`src/rtl/core/utep_pkg.sv`:
```
// ----------------------------------------------------------------------------
// utep_pkg: shared types for the UTC timestamp to epoch parser
// Beat structs, the date record that the parser front hands to the
// conversion back, and the state type of the back sequencer.
// ----------------------------------------------------------------------------
package utep_pkg;

  // One input beat: a character of the timestamp text and its end flag.
  typedef struct packed {
    logic [7:0] char_byte;
    logic       last_char;
  } in_beat_t;

  // One result beat.
  typedef struct packed {
    logic        valid_res;
    logic [37:0] epoch_seconds;
  } out_beat_t;

  // A two-digit decimal field (0..99).
  typedef logic [6:0] field_t;

  // A parsed timestamp, the year split into its upper and lower digit pairs.
  typedef struct packed {
    logic   ok;
    field_t year_hi;
    field_t year_lo;
    field_t month;
    field_t day;
    field_t hour;
    field_t minute;
    field_t second;
  } date_rec_t;

  typedef enum logic [1:0] {
    BK_IDLE,
    BK_DAYS,
    BK_SECS
  } back_state_e;

endpackage

```
`src/rtl/core/utep_front.sv`:
```
// ----------------------------------------------------------------------------
// utep_front: character parser
// Takes one character per beat, checks separators and digits, accumulates
// the decimal fields and, on the final character, checks ranges and emits
// a date record.
// ----------------------------------------------------------------------------
module utep_front (
  input  logic                clk_i,
  input  logic                rst_ni,
  input  logic                take_i,
  input  utep_pkg::in_beat_t  beat_i,
  output logic                push_o,
  output utep_pkg::date_rec_t rec_o
);
  import utep_pkg::*;

  localparam logic [4:0] TsLen      = 5'd20;
  localparam logic [4:0] PosYearLo  = 5'd2;
  localparam logic [4:0] PosDashA   = 5'd4;
  localparam logic [4:0] PosDashB   = 5'd7;
  localparam logic [4:0] PosT       = 5'd10;
  localparam logic [4:0] PosColonA  = 5'd13;
  localparam logic [4:0] PosColonB  = 5'd16;
  localparam logic [4:0] PosZ       = 5'd19;

  localparam logic [7:0] ChDash  = 8'h2D;
  localparam logic [7:0] ChT     = 8'h54;
  localparam logic [7:0] ChColon = 8'h3A;
  localparam logic [7:0] ChZ     = 8'h5A;
  localparam logic [7:0] ChZero  = 8'h30;
  localparam logic [7:0] ChNine  = 8'h39;

  function automatic field_t dec_step(input field_t acc, input logic [3:0] dv);
    logic [10:0] t;
    t = 11'(acc) * 11'd10 + 11'(dv);
    return t[6:0];
  endfunction

  function automatic field_t month_len(input field_t m, input logic leap);
    field_t n;
    unique case (m)
      7'd2:                      n = leap ? 7'd29 : 7'd28;
      7'd4, 7'd6, 7'd9, 7'd11:   n = 7'd30;
      default:                   n = 7'd31;
    endcase
    return n;
  endfunction

  logic [4:0] pos_q, pos_d;
  logic       bad_q, bad_d;
  field_t     hi_q, hi_d, lo_q, lo_d, mon_q, mon_d, day_q, day_d;
  field_t     hour_q, hour_d, min_q, min_d, sec_q, sec_d;

  logic       is_digit;
  logic [3:0] dv;
  logic       leap;
  logic       year_ok;
  logic       ok;

  assign is_digit = (beat_i.char_byte >= ChZero) && (beat_i.char_byte <= ChNine);
  assign dv       = 4'(beat_i.char_byte - ChZero);

  // Range checks look at the fields as they stand after this character.
  assign leap    = (lo_d[1:0] == 2'd0) && ((lo_d != 7'd0) || (hi_d[1:0] == 2'd0));
  assign year_ok = (hi_d > 7'd19) || ((hi_d == 7'd19) && (lo_d >= 7'd70));
  assign ok      = !bad_d && (pos_d == TsLen) && year_ok
                   && (mon_d >= 7'd1) && (mon_d <= 7'd12)
                   && (day_d >= 7'd1) && (day_d <= month_len(mon_d, leap))
                   && (hour_d <= 7'd23) && (min_d <= 7'd59) && (sec_d <= 7'd59);

  always_comb begin
    pos_d  = pos_q;
    bad_d  = bad_q;
    hi_d   = hi_q;
    lo_d   = lo_q;
    mon_d  = mon_q;
    day_d  = day_q;
    hour_d = hour_q;
    min_d  = min_q;
    sec_d  = sec_q;
    if (take_i) begin
      if (pos_q >= TsLen) begin
        // Too long: the position stays saturated and the string is bad.
        bad_d = 1'b1;
      end else begin
        unique case (pos_q)
          PosDashA, PosDashB: begin
            if (beat_i.char_byte != ChDash) bad_d = 1'b1;
          end
          PosT: begin
            if (beat_i.char_byte != ChT) bad_d = 1'b1;
          end
          PosColonA, PosColonB: begin
            if (beat_i.char_byte != ChColon) bad_d = 1'b1;
          end
          PosZ: begin
            if (beat_i.char_byte != ChZ) bad_d = 1'b1;
          end
          default: begin
            if (!is_digit)             bad_d  = 1'b1;
            else if (pos_q < PosYearLo) hi_d   = dec_step(hi_q, dv);
            else if (pos_q < PosDashA)  lo_d   = dec_step(lo_q, dv);
            else if (pos_q < PosDashB)  mon_d  = dec_step(mon_q, dv);
            else if (pos_q < PosT)      day_d  = dec_step(day_q, dv);
            else if (pos_q < PosColonA) hour_d = dec_step(hour_q, dv);
            else if (pos_q < PosColonB) min_d  = dec_step(min_q, dv);
            else                        sec_d  = dec_step(sec_q, dv);
          end
        endcase
        pos_d = pos_q + 5'd1;
      end
    end
  end

  assign push_o        = take_i && beat_i.last_char;
  assign rec_o.ok      = ok;
  assign rec_o.year_hi = hi_d;
  assign rec_o.year_lo = lo_d;
  assign rec_o.month   = mon_d;
  assign rec_o.day     = day_d;
  assign rec_o.hour    = hour_d;
  assign rec_o.minute  = min_d;
  assign rec_o.second  = sec_d;

  always_ff @(posedge clk_i or negedge rst_ni) begin
    if (!rst_ni) begin
      pos_q  <= '0;
      bad_q  <= 1'b0;
      hi_q   <= '0;
      lo_q   <= '0;
      mon_q  <= '0;
      day_q  <= '0;
      hour_q <= '0;
      min_q  <= '0;
      sec_q  <= '0;
    end else if (push_o) begin
      pos_q  <= '0;
      bad_q  <= 1'b0;
      hi_q   <= '0;
      lo_q   <= '0;
      mon_q  <= '0;
      day_q  <= '0;
      hour_q <= '0;
      min_q  <= '0;
      sec_q  <= '0;
    end else begin
      pos_q  <= pos_d;
      bad_q  <= bad_d;
      hi_q   <= hi_d;
      lo_q   <= lo_d;
      mon_q  <= mon_d;
      day_q  <= day_d;
      hour_q <= hour_d;
      min_q  <= min_d;
      sec_q  <= sec_d;
    end
  end

endmodule

```
`src/rtl/core/utep_queue.sv`:
```
// ----------------------------------------------------------------------------
// utep_queue: two-entry date record queue
// Decouples the character parser from the epoch conversion.
// ----------------------------------------------------------------------------
module utep_queue (
  input  logic                clk_i,
  input  logic                rst_ni,
  input  logic                push_i,
  input  utep_pkg::date_rec_t push_data_i,
  output logic                full_o,
  input  logic                pop_i,
  output logic                empty_o,
  output utep_pkg::date_rec_t head_o
);
  import utep_pkg::*;

  date_rec_t  entries_q [2];
  logic       wr_ptr_q;
  logic       rd_ptr_q;
  logic [1:0] count_q;

  assign full_o  = (count_q == 2'd2);
  assign empty_o = (count_q == 2'd0);
  assign head_o  = entries_q[rd_ptr_q];

  always_ff @(posedge clk_i) begin
    if (push_i) begin
      entries_q[wr_ptr_q] <= push_data_i;
    end
  end

  always_ff @(posedge clk_i or negedge rst_ni) begin
    if (!rst_ni) begin
      wr_ptr_q <= 1'b0;
      rd_ptr_q <= 1'b0;
      count_q  <= 2'd0;
    end else begin
      if (push_i) wr_ptr_q <= ~wr_ptr_q;
      if (pop_i)  rd_ptr_q <= ~rd_ptr_q;
      unique case ({push_i, pop_i})
        2'b10:   count_q <= count_q + 2'd1;
        2'b01:   count_q <= count_q - 2'd1;
        default: count_q <= count_q;
      endcase
    end
  end

endmodule

```
`src/rtl/core/utep_back.sv`:
```
// ----------------------------------------------------------------------------
// utep_back: epoch conversion
// Three-step sequencer: year and day-of-year terms, day count, seconds.
// Holds the result in an output register until the consumer takes it.
// ----------------------------------------------------------------------------
module utep_back (
  input  logic                 clk_i,
  input  logic                 rst_ni,
  input  logic                 empty_i,
  input  utep_pkg::date_rec_t  head_i,
  output logic                 pop_o,
  output logic                 out_valid_o,
  input  logic                 out_stall_i,
  output utep_pkg::out_beat_t  out_beat_o
);
  import utep_pkg::*;

  // Days before the first of each month, counting from March.
  function automatic logic [8:0] march_days(input logic [3:0] mp);
    logic [8:0] d;
    unique case (mp)
      4'd0:    d = 9'd0;
      4'd1:    d = 9'd31;
      4'd2:    d = 9'd61;
      4'd3:    d = 9'd92;
      4'd4:    d = 9'd122;
      4'd5:    d = 9'd153;
      4'd6:    d = 9'd184;
      4'd7:    d = 9'd214;
      4'd8:    d = 9'd245;
      4'd9:    d = 9'd275;
      4'd10:   d = 9'd306;
      4'd11:   d = 9'd337;
      default: d = 9'd0;
    endcase
    return d;
  endfunction

  back_state_e state_q, state_d;
  logic        load_out;

  // Step one results.
  logic        ok_q;
  logic [13:0] yval_q;
  logic [11:0] corr_q;
  logic [8:0]  ydays_q;
  field_t      hour_q, min_q, sec_q;
  // Step two results.
  logic [21:0] days_q;
  logic [16:0] hms_q;

  logic        out_valid_q;
  out_beat_t   out_beat_q;

  // Step one: shift the year so that it starts in March.
  logic        early;
  field_t      hi_y, lo_y;
  logic [3:0]  mp;
  logic [13:0] yval_d;
  logic [11:0] corr_d;
  logic [8:0]  ydays_d;

  always_comb begin
    early = (head_i.month <= 7'd2);
    hi_y  = head_i.year_hi;
    lo_y  = head_i.year_lo;
    if (early) begin
      if (head_i.year_lo == 7'd0) begin
        hi_y = head_i.year_hi - 7'd1;
        lo_y = 7'd99;
      end else begin
        lo_y = head_i.year_lo - 7'd1;
      end
    end
    mp      = early ? 4'(head_i.month + 7'd9) : 4'(head_i.month - 7'd3);
    yval_d  = 14'(hi_y) * 14'd100 + 14'(lo_y);
    // Y/4 - Y/100 + Y/400 written with Y = 100*hi + lo.
    corr_d  = 12'(hi_y) * 12'd24 + 12'(hi_y >> 2) + 12'(lo_y >> 2);
    ydays_d = march_days(mp) + 9'(head_i.day) - 9'd1;
  end

  // Step two: day count from the epoch and seconds within the day.
  logic [22:0] days_full;
  logic [16:0] hms_d;
  assign days_full = 23'(yval_q) * 23'd365 + 23'(corr_q) + 23'(ydays_q) - 23'd719468;
  assign hms_d     = 17'(hour_q) * 17'd3600 + 17'(min_q) * 17'd60 + 17'(sec_q);

  // Step three: seconds.
  logic [37:0] secs;
  assign secs = 38'(days_q) * 38'd86400 + 38'(hms_q);

  always_comb begin
    state_d  = state_q;
    pop_o    = 1'b0;
    load_out = 1'b0;
    unique case (state_q)
      BK_IDLE: begin
        if (!empty_i) begin
          pop_o   = 1'b1;
          state_d = BK_DAYS;
        end
      end
      BK_DAYS: begin
        state_d = BK_SECS;
      end
      BK_SECS: begin
        if (!out_valid_q || !out_stall_i) begin
          load_out = 1'b1;
          state_d  = BK_IDLE;
        end
      end
      default: state_d = BK_IDLE;
    endcase
  end

  always_ff @(posedge clk_i or negedge rst_ni) begin
    if (!rst_ni) begin
      state_q     <= BK_IDLE;
      out_valid_q <= 1'b0;
    end else begin
      state_q <= state_d;
      if (load_out)         out_valid_q <= 1'b1;
      else if (!out_stall_i) out_valid_q <= 1'b0;
    end
  end

  always_ff @(posedge clk_i) begin
    if (pop_o) begin
      ok_q    <= head_i.ok;
      yval_q  <= yval_d;
      corr_q  <= corr_d;
      ydays_q <= ydays_d;
      hour_q  <= head_i.hour;
      min_q   <= head_i.minute;
      sec_q   <= head_i.second;
    end
    if (state_q == BK_DAYS) begin
      days_q <= days_full[21:0];
      hms_q  <= hms_d;
    end
    if (load_out) begin
      out_beat_q.valid_res     <= ok_q;
      out_beat_q.epoch_seconds <= ok_q ? secs : '0;
    end
  end

  assign out_valid_o = out_valid_q;
  assign out_beat_o  = out_beat_q;

endmodule

```
`src/rtl/core/utc_timestamp_to_epoch_parser.sv`:
```
// ----------------------------------------------------------------------------
// utc_timestamp_to_epoch_parser: ISO 8601 UTC timestamp to Unix seconds
// Parses YYYY-MM-DDTHH:MM:SSZ one character per beat and returns a valid
// flag and the seconds since 1970-01-01T00:00:00Z for each string.
// ----------------------------------------------------------------------------
//
//   Channel | Direction | Handshake              | Beat
//   --------+-----------+------------------------+-----------------------------
//   in      | input     | in_valid_i / in_stall_o | char_byte, last_char
//   out     | output    | out_valid_o / out_stall_i | valid_res, epoch_seconds
//
// The parser front takes one character per cycle while the queue has room. A beat with last_char set
// closes the string: its checked fields go as one record into a two-entry
// queue, and the front starts on the next string in the following cycle.
// The conversion back takes each record through year terms, day count and
// seconds multiply, registering each, and then loads the output register;
// only then does it go back to idle and take the next record.
// Reset is asynchronous and clears all control and accumulator state.
// in_stall_o rises while the queue holds two records; the output register
// holds its beat while out_stall_i is high and the back waits in its last
// step.
module utc_timestamp_to_epoch_parser (
  input  logic                clk_i,
  input  logic                rst_ni,
  input  logic                in_valid_i,
  output logic                in_stall_o,
  input  utep_pkg::in_beat_t  in_beat_i,
  output logic                out_valid_o,
  input  logic                out_stall_i,
  output utep_pkg::out_beat_t out_beat_o
);
  import utep_pkg::*;

  logic      take;
  logic      q_push;
  logic      q_full;
  logic      q_pop;
  logic      q_empty;
  date_rec_t q_in;
  date_rec_t q_head;

  // The front may only run while the queue has room for a closing record.
  assign in_stall_o = q_full;
  assign take       = in_valid_i && !in_stall_o;

  utep_front u_front (
    .clk_i  (clk_i),
    .rst_ni (rst_ni),
    .take_i (take),
    .beat_i (in_beat_i),
    .push_o (q_push),
    .rec_o  (q_in)
  );

  utep_queue u_queue (
    .clk_i       (clk_i),
    .rst_ni      (rst_ni),
    .push_i      (q_push),
    .push_data_i (q_in),
    .full_o      (q_full),
    .pop_i       (q_pop),
    .empty_o     (q_empty),
    .head_o      (q_head)
  );

  utep_back u_back (
    .clk_i       (clk_i),
    .rst_ni      (rst_ni),
    .empty_i     (q_empty),
    .head_i      (q_head),
    .pop_o       (q_pop),
    .out_valid_o (out_valid_o),
    .out_stall_i (out_stall_i),
    .out_beat_o  (out_beat_o)
  );

  // A record is never pushed into a full queue.
  assert property (@(posedge clk_i) disable iff (!rst_ni) q_push |-> !q_full)
    else $error("record pushed into full queue");

  // The back only takes a record that is there.
  assert property (@(posedge clk_i) disable iff (!rst_ni) q_pop |-> !q_empty)
    else $error("record popped from empty queue");

  // An invalid result always carries zero seconds.
  assert property (@(posedge clk_i) disable iff (!rst_ni)
    (out_valid_o && !out_beat_o.valid_res) |-> (out_beat_o.epoch_seconds == '0))
    else $error("invalid result with nonzero seconds");

endmodule

```
`config.mk`:
```
export PLATFORM = sky130hd
export DESIGN_NAME = utc_timestamp_to_epoch_parser
export DESIGN_NICKNAME = d
export VERILOG_FILES = /design/src/rtl/core/utep_pkg.sv /design/src/rtl/core/utep_front.sv /design/src/rtl/core/utep_queue.sv /design/src/rtl/core/utep_back.sv /design/src/rtl/core/utc_timestamp_to_epoch_parser.sv
export SDC_FILE = /design/constraint.sdc
export NUM_CORES = 1
export LEC_CHECK = 0
export ABC_AREA = 1
export ABC_CLOCK_PERIOD_IN_PS = 9700
export BUFFER_PORTS_ARGS = -buffer_cell sky130_fd_sc_hd__buf_2
export CAP_MARGIN = 25
export CORE_ASPECT_RATIO = 0.75
export CORE_MARGIN = 2
export CORE_UTILIZATION = 55
export CTS_CLUSTER_DIAMETER = 40
export CTS_CLUSTER_SIZE = 25
export DETAILED_ROUTE_END_ITERATION = 12
export PLACE_DENSITY = 0.79
export SLEW_MARGIN = 20
export SYNTH_ARGS = -nofsm -noshare
export SYNTH_HDL_FRONTEND = slang
export SYNTH_SLANG_ARGS = --single-unit
```
`constraint.sdc`:
```
create_clock -name clk_i -period 9.7 [get_ports clk_i]
set_input_delay 1.455 -clock clk_i [delete_from_list [all_inputs] [get_ports clk_i]]
set_output_delay 1.455 -clock clk_i [all_outputs]
set_load 0.01 [all_outputs]
```
==> results.sh <==
export IMPL_drc=0
export IMPL_finalHoldViolCount=0
export IMPL_synthTopCellsByCount="632 x inv_1, 618 x nand2_1, 357 x ha_1"
export IMPL_cts_resized=0
export IMPL_status="finished clean"
export IMPL_synth_flop_cell="edfxtp_1"
export IMPL_max_cap_violations=0
export IMPL_area_delta_synth_final_pct=8.984
export IMPL_clock_sinks=297
export IMPL_async_reset_ff_frac=0.2088
export IMPL_ys_seq_area_frac=0.3239
export IMPL_clk_latency_ns=0.54
export IMPL_initial_core_util=0.5586
export IMPL_ys_top_cells_by_area="edfxtp_1 27%, ha_1 17%, fa_1 12%, inv_1 8.9%, nand2_1 8.7%"
export IMPL_cts_tree="done"
export IMPL_final_antenna_net_count=0
export IMPL_ys_ff_latch=297
export IMPL_cts_clk_slew_worst_paths_ns=0.07
export IMPL_gr_usage_met2=0.3562
export IMPL_synth_avg_cell_area_um2=8.819
export IMPL_use_met1=0.3381
export IMPL_cts_path_max_buffers=3
export IMPL_io_buffers=53
export IMPL_die_h_um=194.4
export IMPL_grtUsageMet3=0.03208
export IMPL_rows=69
export IMPL_crit_required_ns=9.97
export IMPL_yosysMostFrequentCell="inv_1"
export IMPL_dieArea_um2=50110
export IMPL_routed_via_density=5.172
export IMPL_first_global_vias=19000
export IMPL_cts_root_buf="clkbuf_16"
export IMPL_min_period_ns=5.480
export IMPL_skew_ns=0.02459
export IMPL_num_nets_final=3624
export IMPL_die_w_um=257.8
export IMPL_worst_pin_slew_ns=0.8552
export IMPL_rsz0062_at_grt="false"
export IMPL_slew_limit_headroom=0.4299
export IMPL_first_iter_violations=1448
export IMPL_core_area_um2=47570
export IMPL_synth_fp_nets=3545
export IMPL_grt_usage=0.2286
export IMPL_vias=19440
export IMPL_wl_per_cell_um=14.82
export IMPL_critPathLaunchType="register"
export IMPL_hp_class="register to register"
export IMPL_yosysWarnings=0
export IMPL_worstSetupPathType="register to register"
export IMPL_synth_top_cell_by_area="edfxtp_1"
export IMPL_post_route_period_util=0.5650
export IMPL_drv_slew=0
export IMPL_antenna_found_initial=0
export IMPL_top_usage_layer="met2"
export IMPL_htree_levels=2
export IMPL_drtPass1Iterations=6
export IMPL_yosysTopAreaCellShare=0.2656
export IMPL_cts_buffers=37
export IMPL_max_freq_mhz=182.5
export IMPL_drive_above_1_share=0.06859
export IMPL_path_max_fanout=49
export IMPL_synth_edf_count=235
export IMPL_cts_hold_buffers=0
export IMPL_ys_types=51
export IMPL_syn_inst=3013
export IMPL_gp_congestion=0.9419
export IMPL_end_kind="register"
export IMPL_syn_area_um2=26570
export IMPL_nFillCells=4035
export IMPL_grt_pass1_wl_mm=94.31
export IMPL_crit_arrival_ns=5.75
export IMPL_n_antenna_cell=0
export IMPL_tns_ns=0
export IMPL_wirelength_mm=55.69
export IMPL_hpwl_mm=43.99
export IMPL_ios=54
export IMPL_overflow=0
export IMPL_hold_ws_ns=0.4195
export IMPL_grt_max_degree=63
export IMPL_cts_setup_buffers=0
export IMPL_setup_violations_final=0
-- critical path, cell delays in order (launching register included) --
cell and delay, ns:
dfrtp_2 0.41, buf_4 0.32, or2_2 0.37, o21ai_1 0.21, nand2_2 0.13, nor3_4 0.19, nand3_1 0.14, nor2_1 0.20
nand2_1 0.09, xor2_1 0.54, ha_1 0.32, fa_1 0.42, inv_1 0.07, fa_1 0.40, inv_1 0.06, ha_1 0.27
a21oi_1 0.14, nand2_1 0.09, a21oi_1 0.12, o21ai_0 0.13, xor2_1 0.19, nor4_1 0.27, xor2_1 0.11
-- routing by layer --
metal | up-vias | share of wire
met5 | - | 0
met4 | 0 | 0.022
met3 | 90 | 0.057
met2 | 507 | 0.44
met1 | 9042 | 0.48
li1 | 9801 | -
-- cell families after synthesis --
logic type      Yosys count  share of synthesized area
flops                   297                     0.3239
fa+ha+maj               519                     0.2901
xor+xnor                155                    0.05109
simple gates           1077                     0.1751
buf+inv                 675                    0.09695
mux                      14                   0.005273
compound gates          276                    0.05754
-- metrics by stage --
step           instance area (um2)    util  worst slack, ns  std cells
6_report                     28960  0.6088            4.220       3759
5_1_grt                      28960  0.6088            3.739       3759
4_1_cts                      28910  0.6078            4.264       3757
3_5_place_dp                 27610  0.5804            4.268       3690
3_3_place_gp                 27610  0.5804            4.402       3690
2_1_floorplan                26570       -            4.838       3013
-- worst paths after layout --
check,from,endpoint,slack [ns],cells after the start
setup / recovery,u_queue.rd_ptr_q,u_back.yval_q[12],4.22,22
hold / removal,u_back.sec_q[1],u_back.hms_q[1],0.42,0
setup reg to reg,u_queue.rd_ptr_q,u_back.yval_q[12],4.22,22
hold reg to reg,u_back.sec_q[1],u_back.hms_q[1],0.42,0
max in group asynchronous,rst_ni,u_queue.rd_ptr_q,7.97,2
min in group asynchronous,rst_ni,u_front.lo_q[4],1.08,2
-- final cells by class --
type,count,area [um2],share of cell area
Clock inverter,24,325.3,0.01123
Tap cell,639,799.5,0.02761
Sequential cell,297,8610,0.2973
Multi-Input combinational cell,2041,15420,0.5325
Timing Repair Buffer,64,380.4,0.01313
Inverter,651,2444,0.08438
Clock buffer,43,979.7,0.03383
-- cells in the final DEF, fill, tap and decap left out, types with 13 or more instances in the layout --
| cell | instances |
|---|---|
| nand4_1 | 56 |
| o21bai_1 | 13 |
| nor2_2 | 18 |
| mux2i_1 | 14 |
| inv_2 | 15 |
| a21oi_1 | 136 |
| edfxtp_1 | 235 |
| nand3_1 | 119 |
| inv_1 | 631 |
| o21ai_0 | 68 |
| buf_2 | 53 |
| clkbuf_16 | 38 |
| fa_1 | 162 |
| dfrtp_1 | 61 |
| ha_1 | 357 |
| o21ai_1 | 16 |
| xnor2_1 | 60 |
| nand2_1 | 618 |
| nor2_1 | 190 |
| nor3_1 | 13 |
| xor2_1 | 95 |
-- flip-flops by register name, summed over array words and instances, names as in the netlist, 9 cells and up --
register / count
u_queue.entries_q: 100
u_back.out_beat_o: 39
u_back.days_q: 22
u_back.hms_q: 17
u_back.yval_q: 14
u_back.corr_q: 12
u_back.ydays_q: 9
Power is not shown: default switching activity piles up to over one toggle a cycle in this logic, so the estimate is an artifact.
